**src/sv/pgtr_pkg.sv**
```systemverilog
// Package: shared types, constants and the 3x5 font table of the glyph renderer.
`timescale 1ns / 1ps
`default_nettype none

package pgtr_pkg;

    localparam int CODE_W     = 7;
    localparam int COORD_W    = 8;
    localparam int SW_W       = 4;
    localparam int GLYPH_W    = 15;
    localparam int ROW_W      = 3;
    localparam int ROM_DEPTH  = 93;
    localparam int APB_ADDR_W = 3;
    localparam int APB_DATA_W = 32;

    localparam logic [CODE_W-1:0]  ASCII_SPACE       = 7'd32;
    localparam logic [CODE_W-1:0]  ROM_FIRST         = 7'd33;
    localparam logic [CODE_W-1:0]  ROM_LAST          = 7'd125;
    localparam logic [ROW_W-1:0]   ROW_LAST          = 3'd4;
    localparam logic [SW_W-1:0]    SPACE_COLS_RESET  = 4'd2;

    // Register index, taken from paddr above the byte offset
    typedef enum logic [0:0] {
        REG_SPACE_COLS = 1'b0
    } pgtr_reg_t;

    // Per-character job handed from the front end to the bit scanner
    typedef struct packed {
        logic [GLYPH_W-1:0] bits;
        logic               empty;
        logic [COORD_W-1:0] col;
        logic [COORD_W-1:0] row;
        logic [COORD_W-1:0] next_x;
        logic [COORD_W-1:0] str_width;
    } pgtr_job_t;

    // Entry = {col3, col2, col1}, 5 bits per column, bit 0 is the top row
    localparam logic [GLYPH_W-1:0] GLYPH_ROM [ROM_DEPTH] = '{
        {5'h00, 5'h00, 5'h17}, {5'h03, 5'h00, 5'h03}, {5'h0e, 5'h0e, 5'h0e},
        {5'h00, 5'h00, 5'h00}, {5'h13, 5'h04, 5'h19}, {5'h00, 5'h00, 5'h00},
        {5'h00, 5'h00, 5'h03}, {5'h00, 5'h11, 5'h0e}, {5'h00, 5'h0e, 5'h11},
        {5'h00, 5'h00, 5'h00}, {5'h04, 5'h0e, 5'h04}, {5'h00, 5'h08, 5'h10},
        {5'h00, 5'h04, 5'h04}, {5'h00, 5'h00, 5'h10}, {5'h03, 5'h04, 5'h18},
        {5'h0e, 5'h11, 5'h0e}, {5'h10, 5'h1f, 5'h12}, {5'h12, 5'h15, 5'h19},
        {5'h0a, 5'h15, 5'h11}, {5'h1f, 5'h04, 5'h07}, {5'h09, 5'h15, 5'h17},
        {5'h08, 5'h15, 5'h0e}, {5'h07, 5'h19, 5'h01}, {5'h0a, 5'h15, 5'h0a},
        {5'h0e, 5'h15, 5'h02}, {5'h00, 5'h00, 5'h0a}, {5'h00, 5'h0a, 5'h10},
        {5'h0a, 5'h04, 5'h04}, {5'h0a, 5'h0a, 5'h0a}, {5'h04, 5'h04, 5'h0a},
        {5'h02, 5'h15, 5'h01}, {5'h00, 5'h00, 5'h00}, {5'h1e, 5'h05, 5'h1e},
        {5'h0a, 5'h15, 5'h1f}, {5'h11, 5'h11, 5'h0e}, {5'h0e, 5'h11, 5'h1f},
        {5'h11, 5'h15, 5'h1f}, {5'h01, 5'h05, 5'h1f}, {5'h19, 5'h11, 5'h0e},
        {5'h1f, 5'h04, 5'h1f}, {5'h11, 5'h1f, 5'h11}, {5'h00, 5'h0f, 5'h11},
        {5'h1b, 5'h04, 5'h1f}, {5'h10, 5'h10, 5'h1f}, {5'h1f, 5'h02, 5'h1f},
        {5'h1e, 5'h01, 5'h1f}, {5'h1f, 5'h11, 5'h1f}, {5'h02, 5'h05, 5'h1f},
        {5'h1e, 5'h11, 5'h0e}, {5'h1a, 5'h05, 5'h1f}, {5'h09, 5'h15, 5'h12},
        {5'h01, 5'h1f, 5'h01}, {5'h1f, 5'h10, 5'h1f}, {5'h07, 5'h18, 5'h07},
        {5'h1f, 5'h08, 5'h1f}, {5'h1b, 5'h04, 5'h1b}, {5'h0f, 5'h14, 5'h03},
        {5'h13, 5'h15, 5'h19}, {5'h00, 5'h11, 5'h1f}, {5'h18, 5'h04, 5'h03},
        {5'h00, 5'h1f, 5'h11}, {5'h02, 5'h01, 5'h02}, {5'h10, 5'h10, 5'h10},
        {5'h00, 5'h02, 5'h01}, {5'h1e, 5'h12, 5'h0c}, {5'h0c, 5'h12, 5'h1f},
        {5'h12, 5'h12, 5'h0c}, {5'h1f, 5'h12, 5'h0c}, {5'h14, 5'h1a, 5'h0c},
        {5'h00, 5'h05, 5'h1e}, {5'h00, 5'h1e, 5'h16}, {5'h1c, 5'h02, 5'h1f},
        {5'h00, 5'h00, 5'h1d}, {5'h00, 5'h0d, 5'h10}, {5'h1a, 5'h04, 5'h1f},
        {5'h00, 5'h00, 5'h1f}, {5'h1e, 5'h04, 5'h1e}, {5'h1c, 5'h02, 5'h1e},
        {5'h0c, 5'h12, 5'h0c}, {5'h04, 5'h0a, 5'h1e}, {5'h1e, 5'h0a, 5'h04},
        {5'h02, 5'h04, 5'h1e}, {5'h00, 5'h1a, 5'h16}, {5'h00, 5'h12, 5'h0f},
        {5'h1e, 5'h10, 5'h0e}, {5'h06, 5'h18, 5'h06}, {5'h1e, 5'h08, 5'h1e},
        {5'h12, 5'h0c, 5'h12}, {5'h0e, 5'h14, 5'h02}, {5'h00, 5'h16, 5'h1a},
        {5'h1f, 5'h0e, 5'h04}, {5'h00, 5'h00, 5'h00}, {5'h04, 5'h0e, 5'h1f}
    };

    // Codes outside the table read as a blank glyph
    function automatic logic [GLYPH_W-1:0] glyph_bits(input logic [CODE_W-1:0] code);
        logic [CODE_W-1:0] idx;
        idx = code - ROM_FIRST;
        if (code >= ROM_FIRST && code <= ROM_LAST)
            return GLYPH_ROM[idx];
        return '0;
    endfunction

endpackage

`default_nettype wire

```
**src/sv/pgtr_if.sv**
```systemverilog
// Interfaces: character input channel and pixel result channel.
`timescale 1ns / 1ps
`default_nettype none

interface pgtr_char_if;
    logic                         valid;
    logic                         ready;
    logic [pgtr_pkg::CODE_W-1:0]  code;
    logic                         first_char;
    logic                         string_end;
    logic [pgtr_pkg::COORD_W-1:0] pos_x;
    logic [pgtr_pkg::COORD_W-1:0] pos_y;

    modport source (output valid, code, first_char, string_end, pos_x, pos_y, input ready);
    modport sink (input valid, code, first_char, string_end, pos_x, pos_y, output ready);
endinterface

interface pgtr_pix_if;
    logic                         valid;
    logic                         ready;
    logic [pgtr_pkg::COORD_W-1:0] pixel_x;
    logic [pgtr_pkg::COORD_W-1:0] pixel_y;
    logic                         pixel_valid;
    logic                         end_of_run;
    logic [pgtr_pkg::COORD_W-1:0] next_x;
    logic [pgtr_pkg::COORD_W-1:0] str_width;

    modport source (output valid, pixel_x, pixel_y, pixel_valid, end_of_run, next_x,
                    str_width, input ready);
    modport sink (input valid, pixel_x, pixel_y, pixel_valid, end_of_run, next_x,
                  str_width, output ready);
endinterface

`default_nettype wire

```
**src/sv/pgtr_apb.sv**
```systemverilog
// APB register slave holding the space width setting.
`timescale 1ns / 1ps
`default_nettype none

module pgtr_apb (
    input  wire logic                            clk,
    input  wire logic                            rst_n,
    input  wire logic                            psel,
    input  wire logic                            penable,
    input  wire logic                            pwrite,
    input  wire logic [pgtr_pkg::APB_ADDR_W-1:0] paddr,
    input  wire logic [pgtr_pkg::APB_DATA_W-1:0] pwdata,
    output logic      [pgtr_pkg::APB_DATA_W-1:0] prdata,
    output logic                                 pready,
    output logic      [pgtr_pkg::SW_W-1:0]       space_cols
);
    import pgtr_pkg::*;

    logic [SW_W-1:0] space_cols_reg;
    logic [SW_W-1:0] space_cols_next;
    logic            wr_en;
    pgtr_reg_t       reg_sel;

    assign pready  = 1'b1;
    assign wr_en   = psel && penable && pwrite;
    assign reg_sel = pgtr_reg_t'(paddr[APB_ADDR_W-1]);

    always_comb
    begin
        space_cols_next = space_cols_reg;
        prdata          = '0;
        unique case (reg_sel)
            REG_SPACE_COLS:
            begin
                prdata = {{(APB_DATA_W-SW_W){1'b0}}, space_cols_reg};
                if (wr_en)
                    space_cols_next = pwdata[SW_W-1:0];
            end
            default:
            begin
                prdata = '0;
            end
        endcase
    end

    always_ff @(posedge clk or negedge rst_n)
    begin
        if (!rst_n)
            space_cols_reg <= SPACE_COLS_RESET;
        else
            space_cols_reg <= space_cols_next;
    end

    assign space_cols = space_cols_reg;

endmodule

`default_nettype wire

```
**src/sv/pgtr_scan.sv**
```systemverilog
// Glyph scanner: one bit a cycle into the result register, stalled while it is full.
`timescale 1ns / 1ps
`default_nettype none

module pgtr_scan (
    input  wire logic                clk,
    input  wire logic                rst_n,
    input  wire logic                load,
    input  wire pgtr_pkg::pgtr_job_t job,
    output logic                     busy,
    pgtr_pix_if.source               pix_ch
);
    import pgtr_pkg::*;

    logic               busy_reg, busy_next;
    logic [GLYPH_W-1:0] bits_reg, bits_next;
    logic               empty_reg, empty_next;
    logic [COORD_W-1:0] col_reg, col_next;
    logic [COORD_W-1:0] row_base_reg, row_base_next;
    logic [ROW_W-1:0]   row_reg, row_next;
    logic [COORD_W-1:0] nx_reg, nx_next;
    logic [COORD_W-1:0] tw_reg, tw_next;

    logic               ov_reg, ov_next;
    logic [COORD_W-1:0] ox_reg, ox_next;
    logic [COORD_W-1:0] oy_reg, oy_next;
    logic               opv_reg, opv_next;
    logic               oend_reg, oend_next;
    logic [COORD_W-1:0] onx_reg, onx_next;
    logic [COORD_W-1:0] otw_reg, otw_next;

    logic step;
    logic emit;
    logic last;

    // One bit per step; a step waits while a result is still held
    assign step = busy_reg && (!ov_reg || pix_ch.ready);
    assign last = empty_reg || (bits_reg[GLYPH_W-1:1] == '0);
    assign emit = step && (bits_reg[0] || empty_reg);

    always_comb
    begin
        busy_next     = busy_reg;
        bits_next     = bits_reg;
        empty_next    = empty_reg;
        col_next      = col_reg;
        row_base_next = row_base_reg;
        row_next      = row_reg;
        nx_next       = nx_reg;
        tw_next       = tw_reg;
        ov_next       = ov_reg && !pix_ch.ready;
        ox_next       = ox_reg;
        oy_next       = oy_reg;
        opv_next      = opv_reg;
        oend_next     = oend_reg;
        onx_next      = onx_reg;
        otw_next      = otw_reg;

        if (load)
        begin
            busy_next     = 1'b1;
            bits_next     = job.bits;
            empty_next    = job.empty;
            col_next      = job.col;
            row_base_next = job.row;
            row_next      = '0;
            nx_next       = job.next_x;
            tw_next       = job.str_width;
        end
        else if (step)
        begin
            if (last)
                busy_next = 1'b0;
            bits_next = bits_reg >> 1;
            if (row_reg == ROW_LAST)
            begin
                row_next = '0;
                col_next = col_reg + 1'b1;
            end
            else
            begin
                row_next = row_reg + 1'b1;
            end
        end

        if (emit)
        begin
            ov_next   = 1'b1;
            opv_next  = !empty_reg;
            oend_next = last;
            onx_next  = nx_reg;
            otw_next  = tw_reg;
            if (empty_reg)
            begin
                ox_next = '0;
                oy_next = '0;
            end
            else
            begin
                ox_next = col_reg;
                oy_next = row_base_reg + {{(COORD_W-ROW_W){1'b0}}, row_reg};
            end
        end
    end

    always_ff @(posedge clk or negedge rst_n)
    begin
        if (!rst_n)
        begin
            busy_reg <= 1'b0;
            ov_reg   <= 1'b0;
        end
        else
        begin
            busy_reg <= busy_next;
            ov_reg   <= ov_next;
        end
    end

    always_ff @(posedge clk)
    begin
        bits_reg     <= bits_next;
        empty_reg    <= empty_next;
        col_reg      <= col_next;
        row_base_reg <= row_base_next;
        row_reg      <= row_next;
        nx_reg       <= nx_next;
        tw_reg       <= tw_next;
        ox_reg       <= ox_next;
        oy_reg       <= oy_next;
        opv_reg      <= opv_next;
        oend_reg     <= oend_next;
        onx_reg      <= onx_next;
        otw_reg      <= otw_next;
    end

    assign busy               = busy_reg;
    assign pix_ch.valid       = ov_reg;
    assign pix_ch.pixel_x     = ox_reg;
    assign pix_ch.pixel_y     = oy_reg;
    assign pix_ch.pixel_valid = opv_reg;
    assign pix_ch.end_of_run  = oend_reg;
    assign pix_ch.next_x      = onx_reg;
    assign pix_ch.str_width   = otw_reg;

endmodule

`default_nettype wire

```
**src/sv/proportional_glyph_text_renderer_unit.sv**
```systemverilog
// Top level: cursor and width tracking, font lookup, scanner and APB register.
//
//  channel   dir  handshake      payload
//  char_ch   in   valid/ready    code, first_char, string_end, pos_x, pos_y
//  pix_ch    out  valid/ready    pixel_x, pixel_y, pixel_valid, end_of_run,
//                                next_x, str_width
//  apb       in   psel/penable   space columns at byte address 0
//
//  A character gets its font lookup and cursor update when it is accepted, then
//  one scanner step per glyph bit up to its last set bit (one step for a blank
//  glyph or a space).
//  Scanner steps stall while the result register is full and not taken.
//  Reset clears the cursor, row, width and space width (to 2); no clearing pass.
`timescale 1ns / 1ps
`default_nettype none

module proportional_glyph_text_renderer_unit (
    input  wire logic                            clk,
    input  wire logic                            rst_n,
    input  wire logic                            psel,
    input  wire logic                            penable,
    input  wire logic                            pwrite,
    input  wire logic [pgtr_pkg::APB_ADDR_W-1:0] paddr,
    input  wire logic [pgtr_pkg::APB_DATA_W-1:0] pwdata,
    output logic      [pgtr_pkg::APB_DATA_W-1:0] prdata,
    output logic                                 pready,
    pgtr_char_if.sink                            char_ch,
    pgtr_pix_if.source                           pix_ch
);
    import pgtr_pkg::*;

    logic [SW_W-1:0]    space_cols;
    logic               busy;
    logic               accept;
    pgtr_job_t          job;

    logic [COORD_W-1:0] cursor_col_reg, cursor_col_next;
    logic [COORD_W-1:0] cursor_row_reg, cursor_row_next;
    logic [COORD_W-1:0] width_sum_reg, width_sum_next;

    logic [COORD_W-1:0] base_col;
    logic [COORD_W-1:0] base_width;
    logic               is_space;
    logic [GLYPH_W-1:0] glyph;
    logic [1:0]         ncol;
    logic [COORD_W-1:0] advance;

    pgtr_apb u_apb (
        .clk        (clk),
        .rst_n      (rst_n),
        .psel       (psel),
        .penable    (penable),
        .pwrite     (pwrite),
        .paddr      (paddr),
        .pwdata     (pwdata),
        .prdata     (prdata),
        .pready     (pready),
        .space_cols (space_cols)
    );

    assign char_ch.ready = !busy;
    assign accept        = char_ch.valid && char_ch.ready;

    always_comb
    begin
        base_col        = char_ch.first_char ? char_ch.pos_x : cursor_col_reg;
        cursor_row_next = char_ch.first_char ? char_ch.pos_y : cursor_row_reg;
        base_width      = char_ch.first_char ? '0 : width_sum_reg;

        is_space = (char_ch.code == ASCII_SPACE);
        glyph    = is_space ? '0 : glyph_bits(char_ch.code);

        // Width judged only by whether columns two and three are blank
        if (glyph[14:10] != '0)
            ncol = 2'd3;
        else if (glyph[9:5] != '0)
            ncol = 2'd2;
        else
            ncol = 2'd1;

        if (is_space)
            advance = {{(COORD_W-SW_W){1'b0}}, space_cols} + 1'b1;
        else
            advance = {{(COORD_W-2){1'b0}}, ncol} + 1'b1;

        cursor_col_next = base_col + advance;
        width_sum_next  = base_width + advance;

        job.bits      = glyph;
        job.empty     = (glyph == '0);
        job.col       = base_col;
        job.row       = cursor_row_next;
        job.next_x    = cursor_col_next;
        job.str_width = (width_sum_next == '0) ? '0 : width_sum_next - 1'b1;
    end

    always_ff @(posedge clk or negedge rst_n)
    begin
        if (!rst_n)
        begin
            cursor_col_reg <= '0;
            cursor_row_reg <= '0;
            width_sum_reg  <= '0;
        end
        else if (accept)
        begin
            cursor_col_reg <= cursor_col_next;
            cursor_row_reg <= cursor_row_next;
            width_sum_reg  <= width_sum_next;
        end
    end

    pgtr_scan u_scan (
        .clk    (clk),
        .rst_n  (rst_n),
        .load   (accept),
        .job    (job),
        .busy   (busy),
        .pix_ch (pix_ch)
    );

    // An accepted character always starts a scan
    a_accept_starts_scan: assert property (@(posedge clk) disable iff (!rst_n)
        accept |=> busy)
        else $error("scanner not busy after a character transaction");

    // A blank result is the only result of its character
    a_blank_is_last: assert property (@(posedge clk) disable iff (!rst_n)
        pix_ch.valid && !pix_ch.pixel_valid |-> pix_ch.end_of_run)
        else $error("blank result without end_of_run");

    // Scanner idles only after emitting the final result of a run
    a_scan_ends_on_last: assert property (@(posedge clk) disable iff (!rst_n)
        $fell(busy) |-> pix_ch.valid && pix_ch.end_of_run)
        else $error("scan finished without a final result");

    // Cursor moves only on an accepted character
    a_cursor_hold: assert property (@(posedge clk) disable iff (!rst_n)
        !accept |=> $stable(cursor_col_reg) && $stable(width_sum_reg))
        else $error("cursor changed without a character transaction");

endmodule

`default_nettype wire

```
**src/flat_wrapper.sv**
```systemverilog
// flat-port wrapper written by rule: the top's interface ports become plain ports
module proportional_glyph_text_renderer_unit_flat import pgtr_pkg::*;
  (clk, rst_n, psel, penable, pwrite, paddr, pwdata, prdata, pready, char_ch_valid, char_ch_code, char_ch_first_char, char_ch_string_end, char_ch_pos_x, char_ch_pos_y, char_ch_ready, pix_ch_valid, pix_ch_pixel_x, pix_ch_pixel_y, pix_ch_pixel_valid, pix_ch_end_of_run, pix_ch_next_x, pix_ch_str_width, pix_ch_ready);
  pgtr_char_if char_ch_i ();
  pgtr_pix_if pix_ch_i ();
  input  wire logic clk;
  input  wire logic rst_n;
  input  wire logic psel;
  input  wire logic penable;
  input  wire logic pwrite;
  input  wire logic [pgtr_pkg::APB_ADDR_W-1:0] paddr;
  input  wire logic [pgtr_pkg::APB_DATA_W-1:0] pwdata;
  output logic      [pgtr_pkg::APB_DATA_W-1:0] prdata;
  output logic pready;
  input wire logic [$bits(char_ch_i.valid)-1:0] char_ch_valid;
  input wire logic [$bits(char_ch_i.code)-1:0] char_ch_code;
  input wire logic [$bits(char_ch_i.first_char)-1:0] char_ch_first_char;
  input wire logic [$bits(char_ch_i.string_end)-1:0] char_ch_string_end;
  input wire logic [$bits(char_ch_i.pos_x)-1:0] char_ch_pos_x;
  input wire logic [$bits(char_ch_i.pos_y)-1:0] char_ch_pos_y;
  output wire logic [$bits(char_ch_i.ready)-1:0] char_ch_ready;
  output wire logic [$bits(pix_ch_i.valid)-1:0] pix_ch_valid;
  output wire logic [$bits(pix_ch_i.pixel_x)-1:0] pix_ch_pixel_x;
  output wire logic [$bits(pix_ch_i.pixel_y)-1:0] pix_ch_pixel_y;
  output wire logic [$bits(pix_ch_i.pixel_valid)-1:0] pix_ch_pixel_valid;
  output wire logic [$bits(pix_ch_i.end_of_run)-1:0] pix_ch_end_of_run;
  output wire logic [$bits(pix_ch_i.next_x)-1:0] pix_ch_next_x;
  output wire logic [$bits(pix_ch_i.str_width)-1:0] pix_ch_str_width;
  input wire logic [$bits(pix_ch_i.ready)-1:0] pix_ch_ready;
  assign char_ch_i.valid = char_ch_valid;
  assign char_ch_i.code = char_ch_code;
  assign char_ch_i.first_char = char_ch_first_char;
  assign char_ch_i.string_end = char_ch_string_end;
  assign char_ch_i.pos_x = char_ch_pos_x;
  assign char_ch_i.pos_y = char_ch_pos_y;
  assign char_ch_ready = char_ch_i.ready;
  assign pix_ch_valid = pix_ch_i.valid;
  assign pix_ch_pixel_x = pix_ch_i.pixel_x;
  assign pix_ch_pixel_y = pix_ch_i.pixel_y;
  assign pix_ch_pixel_valid = pix_ch_i.pixel_valid;
  assign pix_ch_end_of_run = pix_ch_i.end_of_run;
  assign pix_ch_next_x = pix_ch_i.next_x;
  assign pix_ch_str_width = pix_ch_i.str_width;
  assign pix_ch_i.ready = pix_ch_ready;
  proportional_glyph_text_renderer_unit u_core (.clk(clk), .rst_n(rst_n), .psel(psel), .penable(penable), .pwrite(pwrite), .paddr(paddr), .pwdata(pwdata), .prdata(prdata), .pready(pready), .char_ch(char_ch_i), .pix_ch(pix_ch_i));
endmodule
```
**config.mk**
```make
export PLATFORM = sky130hd
export DESIGN_NAME = proportional_glyph_text_renderer_unit_flat
export DESIGN_NICKNAME = d
export VERILOG_FILES = /design/src/sv/pgtr_pkg.sv /design/src/sv/pgtr_if.sv /design/src/sv/pgtr_apb.sv /design/src/sv/pgtr_scan.sv /design/src/sv/proportional_glyph_text_renderer_unit.sv /design/src/flat_wrapper.sv
export SDC_FILE = /design/constraint.sdc
export NUM_CORES = 1
export LEC_CHECK = 0
export ABC_AREA = 1
export BUFFER_PORTS_ARGS = -buffer_cell sky130_fd_sc_hd__buf_4
export CORE_MARGIN = 1.5
export CORE_UTILIZATION = 54
export CTS_BUF_LIST = sky130_fd_sc_hd__clkbuf_4 sky130_fd_sc_hd__clkbuf_8
export DETAILED_ROUTE_END_ITERATION = 8
export GPL_TIMING_DRIVEN = 0
export PLACE_DENSITY = 0.84
export SLEW_MARGIN = 40
export SYNTH_ARGS = -nofsm -noshare
export SYNTH_HDL_FRONTEND = slang
export SYNTH_SLANG_ARGS = --single-unit
```
**constraint.sdc**
```tcl
create_clock -name clk -period 5.1 [get_ports clk]
set_input_delay 0.765 -clock clk [delete_from_list [all_inputs] [get_ports clk]]
set_output_delay 0.765 -clock clk [all_outputs]
set_load 0.05 [all_outputs]
```
==> results.json, run 1 <==
{
  "wire_per_inst_um": 18.59,
  "drcViolationCount": 0,
  "worst-setup-path-type": "in -> reg",
  "clock_latency_ns": 0.45,
  "final-hold-violation-count": 0,
  "initial_utilization_pct": 55.46,
  "cts_made_buffers": 17,
  "synth_common_cells": "nand2_1, inv_1, o21ai_0",
  "drt-initial-drc-count": 777,
  "maxUsedRoutingLayer": "met4",
  "ys_seq_area_share_pct": 40.47,
  "synth_cell_types": 55,
  "synth-warning-count": 0,
  "num-fill-cells": 1241,
  "cp.required_ns": 5.30,
  "cts_tree": "done",
  "synth-edff-count": 82,
  "grt_max_degree": 31,
  "async_flop_share_pct": 26.09,
  "postSynthCellCount": 1066,
  "synth_area_leaders": "edfxtp_1, nand2_1, dfrtp_1",
  "die_y_um": 125.4,
  "routed_wl_mm": 25.84,
  "fmax_ghz": 0.2032,
  "met1Wirelength_mm": 10.94,
  "die_area_um2": 15730,
  "grt.total_usage_pct": 33.15,
  "min_period_ns": 4.922,
  "wl_met2_mm": 11.71,
  "critPathMaxStageDelay_ns": 0.50,
  "worstPathArrival_ns": 5.12,
  "ir_worst_vdd_mv": 0.2046,
  "fin_nets": 1295,
  "largest_reg_flops": 15,
  "ios": 136,
  "io_buffers": 73,
  "leakagePower_nw": 4.601,
  "drt-vias-per-instance": 5.694,
  "syn_area_per_cell_um2": 7.591,
  "die_x_um": 125.4,
  "grt_pass1_vias": 7417,
  "drv_slew": 0,
  "fin_worst_skew_ns": 0.01042,
  "netlist_area_um2": 8092,
  "core-area_um2": 14590,
  "cts.path.max_buffers": 2,
  "maxCapViolCount": 0,
  "worst_pin_slew_ns": 0.7357,
  "dp_hpwl_mm": 19.60,
  "setup_viol": 0,
  "holdWs_ns": 0.2521,
  "ant_nets": 0,
  "grt_overflow": 0,
  "cts_root_buf": "clkbuf_8",
  "vias": 7914,
  "crit_slowest_cell": "ha_1",
  "place_congestion": 0.9824,
  "grt_pass1_wl_mm": 40.05,
  "yosysMostFrequentCell": "nand2_1",
  "synthFlopType": "edfxtp_1",
  "final_layout_size_suffix_gt1_share_pct": 19.90,
  "place_ws_ns": -0.9924,
  "synth_top_area_cell": "edfxtp_1",
  "outcome": "finished, final reports clean",
  "crit_path_max_fanout": 11,
  "startpoint_type": "input port",
  "syn_to_final_growth_pct": 18.91,
  "endpoint_kind": "flip-flop",
  "synth-seq-cells": 115,
  "period_share_pct": 96.50,
  "antenna_found_initial": 0,
  "drt-pass1-iter-count": 5,
  "clk_pin_slew_ns": 0.07,
  "synth_top_area_share_pct": 30.43,
  "wl_met3_mm": 2.265,
  "cts_htree_levels": 4,
  "slew_headroom_pct": 50.96,
  "n_antenna_cell": 0,
  "numClockSinks": 115,
  "tns_ns": 0,
  "power_density_nw_per_um2": 433.5,
  "rows": 44,
  "fin_ws_ns": 0.1785,
  "hold_class": "in -> async"
}
path summary, 6_finish.rpt:
path | from | to | slack (ns) | cells past startpoint
setup / recovery | char_ch_code[0] | u_core.u_scan.tw_reg[3]$_SDFFCE_PN0P_ | 0.18 | 26
hold / removal | rst_n | u_core.cursor_row_reg[6]$_DFFE_PN0P_ | 0.25 | 1
setup reg to reg | u_core.u_apb.space_cols[0]$_DFFE_PN0P_ | u_core.u_scan.tw_reg[3]$_SDFFCE_PN0P_ | 2.19 | 16
hold reg to reg | u_core.u_scan.tw_reg[1]$_SDFFCE_PN0P_ | u_core.u_scan.pix_ch.str_width[1]$_DFFE_PP_ | 0.42 | 0
max in group asynchronous | rst_n | u_core.u_apb.space_cols[1]$_DFFE_PN1P_ | 4.50 | 1
min in group clk | u_core.u_scan.tw_reg[1]$_SDFFCE_PN0P_ | u_core.u_scan.pix_ch.str_width[1]$_DFFE_PP_ | 0.42 | 0
power breakdown:
part / internal [mW] / leakage (nW) / switching (mW) / total [mW]
clock network: 0.495 / 0.212 / 0.405 / 0.900
registers: 1.40 / 1.18 / 0.131 / 1.53
logic: 0.521 / 3.21 / 1.22 / 1.74
total: 2.42 / 4.60 / 1.75 / 4.17
metal layers:
| metal | vias to the layer above | GRT usage (%) |
|---|---|---|
| met2 | 414 | 52.07 |
| met3 | 76 | 8.258 |
| met4 | 0 | 13.64 |
| met5 | - | 0 |
| li1 | 3739 | - |
| met1 | 3685 | 44.01 |
cell type report:
class / instances / area (µm²) / share of cell area [%]
multi-input combinational: 781 / 4125 / 42.87
sequential: 115 / 3274 / 34.03
timing repair buffer: 81 / 635.6 / 6.606
inverter: 127 / 486.7 / 5.059
buffer: 70 / 450.4 / 4.681
clock buffer: 18 / 241.5 / 2.510
tap: 184 / 230.2 / 2.393
clock inverter: 14 / 177.7 / 1.847
per-stage QoR:
| step | power [mW] | util, % | instance area [µm²] | std cells |
|---|---|---|---|---|
| 2_1_floorplan | 2.711 | - | 8193 | 1093 |
| 3_3_place_gp | 3.136 | 61.49 | 8971 | 1350 |
| 3_5_place_dp | 3.210 | 61.84 | 9022 | 1352 |
| 4_1_cts | 4.124 | 65.00 | 9483 | 1385 |
| 5_1_grt | 4.400 | 65.95 | 9622 | 1390 |
| 6_report | 4.171 | 65.95 | 9622 | 1390 |
critical path, delay by kind of cell:
kind	cells	cell delay [ns]
simple gates	11	1.67
fa+ha+maj	4	1.13
buf+inv	7	0.90
compound gates	4	0.64
cell families after synthesis:
| group | synth area share [%] |
|---|---|
| and+or+nand+nor | 29.66 |
| xor gates and xnor gates | 1.392 |
| muxes | 0.1237 |
| AOI/OAI and AO/OA | 11.71 |
| adders and majority gates | 5.505 |
| DFF | 40.47 |
| other | 0.09281 |
| buffers and inverters | 11.06 |
timing repair:
| action | in CTS | in global routing |
|---|---|---|
| setup endpoints to repair | 9 | 9 |
| pin swaps | 2 | 8 |
| setup buffers | 1 | 5 |
| hold buffers | 0 | 0 |
| gates resized for setup | 15 | 39 |
layout by cell type (no fill, tap or decap), types with 6 or more instances in the layout:
cell type	instances
nand2_1	274
inv_1	113
buf_4	112
o21ai_0	98
nand3_1	93
edfxtp_1	82
nor2_1	80
a21oi_1	36
ha_1	30
conb_1	29
dfrtp_1	29
clkbuf_8	17
clkbuf_1	16
nand2_2	15
inv_2	12
nand4_1	11
nor2_2	10
nor3_1	8
nand3b_1	8
xor2_1	7
buf_2	7
buf_6	6
Power figures use the tool's default switching activity.
==> inputs of run 2 (changes only) <==
--- a/config.mk
+++ b/config.mk
@@ -12,6 +12,7 @@
 export CTS_BUF_LIST = sky130_fd_sc_hd__clkbuf_4 sky130_fd_sc_hd__clkbuf_8
 export DETAILED_ROUTE_END_ITERATION = 8
 export GPL_TIMING_DRIVEN = 0
+export MAX_ROUTING_LAYER = met4
 export PLACE_DENSITY = 0.84
 export SLEW_MARGIN = 40
 export SYNTH_ARGS = -nofsm -noshare
==> results.json, run 2 (same netlist as run 1, synthesis figures left out) <==
{
  "outcome": "finished, final reports clean",
  "drt-initial-drc-count": 1038,
  "slew_headroom_pct": 54.86,
  "ir_worst_vdd_mv": 0.2346,
  "num-fill-cells": 1202,
  "rsz0062_at_grt": "false",
  "cts_root_buf": "clkbuf_8",
  "grt_overflow": 0,
  "critPathMaxStageDelay_ns": 0.38,
  "die_y_um": 125.4,
  "r2r_end": "u_core.u_scan.tw_reg[5]$_SDFFCE_PN0P_",
  "drt-pass1-iter-count": 7,
  "numClockSinks": 115,
  "reg2reg_slack_ns": 2.17,
  "grt_pass1_vias": 7445,
  "wire_per_inst_um": 17.67,
  "fmax_ghz": 0.2000,
  "power.total_mw": 4.074,
  "power_density_nw_per_um2": 426.7,
  "fin_worst_skew_ns": 0.008841,
  "fin_cells": 1387,
  "cts.path.max_buffers": 2,
  "largest_reg_flops": 15,
  "reg2reg_from": "u_core.u_apb.space_cols[1]$_DFFE_PN1P_",
  "rows": 44,
  "cts_made_buffers": 17,
  "clock_latency_ns": 0.44,
  "fin_area_um2": 9548,
  "maxCapViolCount": 0,
  "n_antenna_cell": 0,
  "io_buffers": 73,
  "min_period_ns": 5.000,
  "cp_num_buf_inv": 7,
  "crit_slowest_cell": "a221o_1",
  "die_area_um2": 15730,
  "hold_class": "in -> async",
  "layout_common_cells": "nand2_1, inv_1, buf_4, o21ai_0, nand3_1",
  "leakagePower_nw": 4.572,
  "startpoint_type": "input port",
  "ios": 136,
  "ant_nets": 0,
  "layout_commonest_cell": "nand2_1",
  "antenna_found_initial": 0,
  "routed_wl_mm": 24.51,
  "final_layout_size_suffix_gt1_share_pct": 19.04,
  "setup_viol": 0,
  "period_share_pct": 98.04,
  "fin_nets": 1292,
  "die_x_um": 125.4,
  "cp.required_ns": 5.29,
  "worst-setup-path-type": "in -> reg",
  "fin_util_pct": 65.45,
  "cts_htree_levels": 4,
  "crit_path_max_fanout": 11,
  "core-area_um2": 14590,
  "grt_pass1_wl_mm": 39.09,
  "post-place-cells": 1352,
  "dp_hpwl_mm": 18.69,
  "grt_max_degree": 31,
  "place_congestion": 1.094,
  "worst_pin_slew_ns": 0.6755,
  "endpoint_kind": "flip-flop",
  "clk_pin_slew_ns": 0.07,
  "cts_tree": "done",
  "syn_to_final_growth_pct": 18.00,
  "final-hold-violation-count": 0,
  "path_delay_family": "simple AND/OR/NAND/NOR gates",
  "grt.total_usage_pct": 32.67,
  "drt-vias-per-instance": 5.758,
  "drv_slew": 0,
  "rr_worst_depth": 15,
  "holdWs_ns": 0.2568,
  "placed_area_um2": 9022,
  "worstPathArrival_ns": 5.19,
  "initial_utilization_pct": 55.46,
  "vias": 7986,
  "drcViolationCount": 0
}
run 2: worst max-delay path by stage:
stage	depth (start not counted)	endpoint	startpoint	slack, ns
5_1_grt	30	u_core.u_scan.tw_reg[5]$_SDFFCE_PN0P_	char_ch_code[0]	0.001
6_report	27	u_core.u_scan.tw_reg[5]$_SDFFCE_PN0P_	char_ch_code[0]	0.1
3_5_place_dp	27	u_core.u_scan.tw_reg[5]$_SDFFCE_PN0P_	char_ch_code[0]	-0.86
3_3_place_gp	29	u_core.u_scan.tw_reg[5]$_SDFFCE_PN0P_	char_ch_code[0]	-0.91
4_1_cts	29	u_core.u_scan.tw_reg[5]$_SDFFCE_PN0P_	char_ch_code[0]	0.02
2_1_floorplan	27	u_core.u_scan.tw_reg[5]$_SDFFCE_PN0P_	char_ch_code[0]	0.31
run 2: layout make-up:
type | count | area [µm²] | area share [%]
multi-input cells | 781 | 4110 | 43.05
repair buffers | 78 | 613.1 | 6.421
clock buffers | 22 | 277.8 | 2.909
inverters | 127 | 484.2 | 5.071
flip-flops and latches | 115 | 3274 | 34.29
plain buffers | 70 | 446.7 | 4.678
well taps | 184 | 230.2 | 2.411
clock inverters | 10 | 111.4 | 1.166
run 2: power by group:
part / switching, mW / internal (mW) / leakage [nW]
clock network: 0.363 / 0.466 / 0.208
registers: 0.124 / 1.40 / 1.18
logic: 1.20 / 0.515 / 3.18
run 2: through the flow:
| stage | setup slack (ns) | TNS, ns |
|---|---|---|
| after floorplan | 0.3080 | 0 |
| after global routing | 0.001259 | 0 |
| after global placement | -0.9063 | -10.13 |
| after CTS | 0.02019 | 0 |
| after detailed placement | -0.8560 | -8.956 |
| final | 0.09982 | 0 |
run 2: what timing repair did:
item	4_1_cts	5_1_grt
gates resized for setup	10	33
hold buffers	0	0
endpoints found under the setup margin	8	9
pin swaps	2	7
buffers inserted	2	1
run 2: per-layer routing:
metal / routed length (µm) / share of wire, % / vias to the layer above / track usage, %
li1: - / - / 3739 / -
met1: 10390 / 42 / 3678 / 43.83
met2: 10870 / 44 / 488 / 48.67
met3: 2414 / 9.9 / 81 / 7.403
met4: 828 / 3.4 / 0 / 11.97
met5: 0 / 0 / - / -
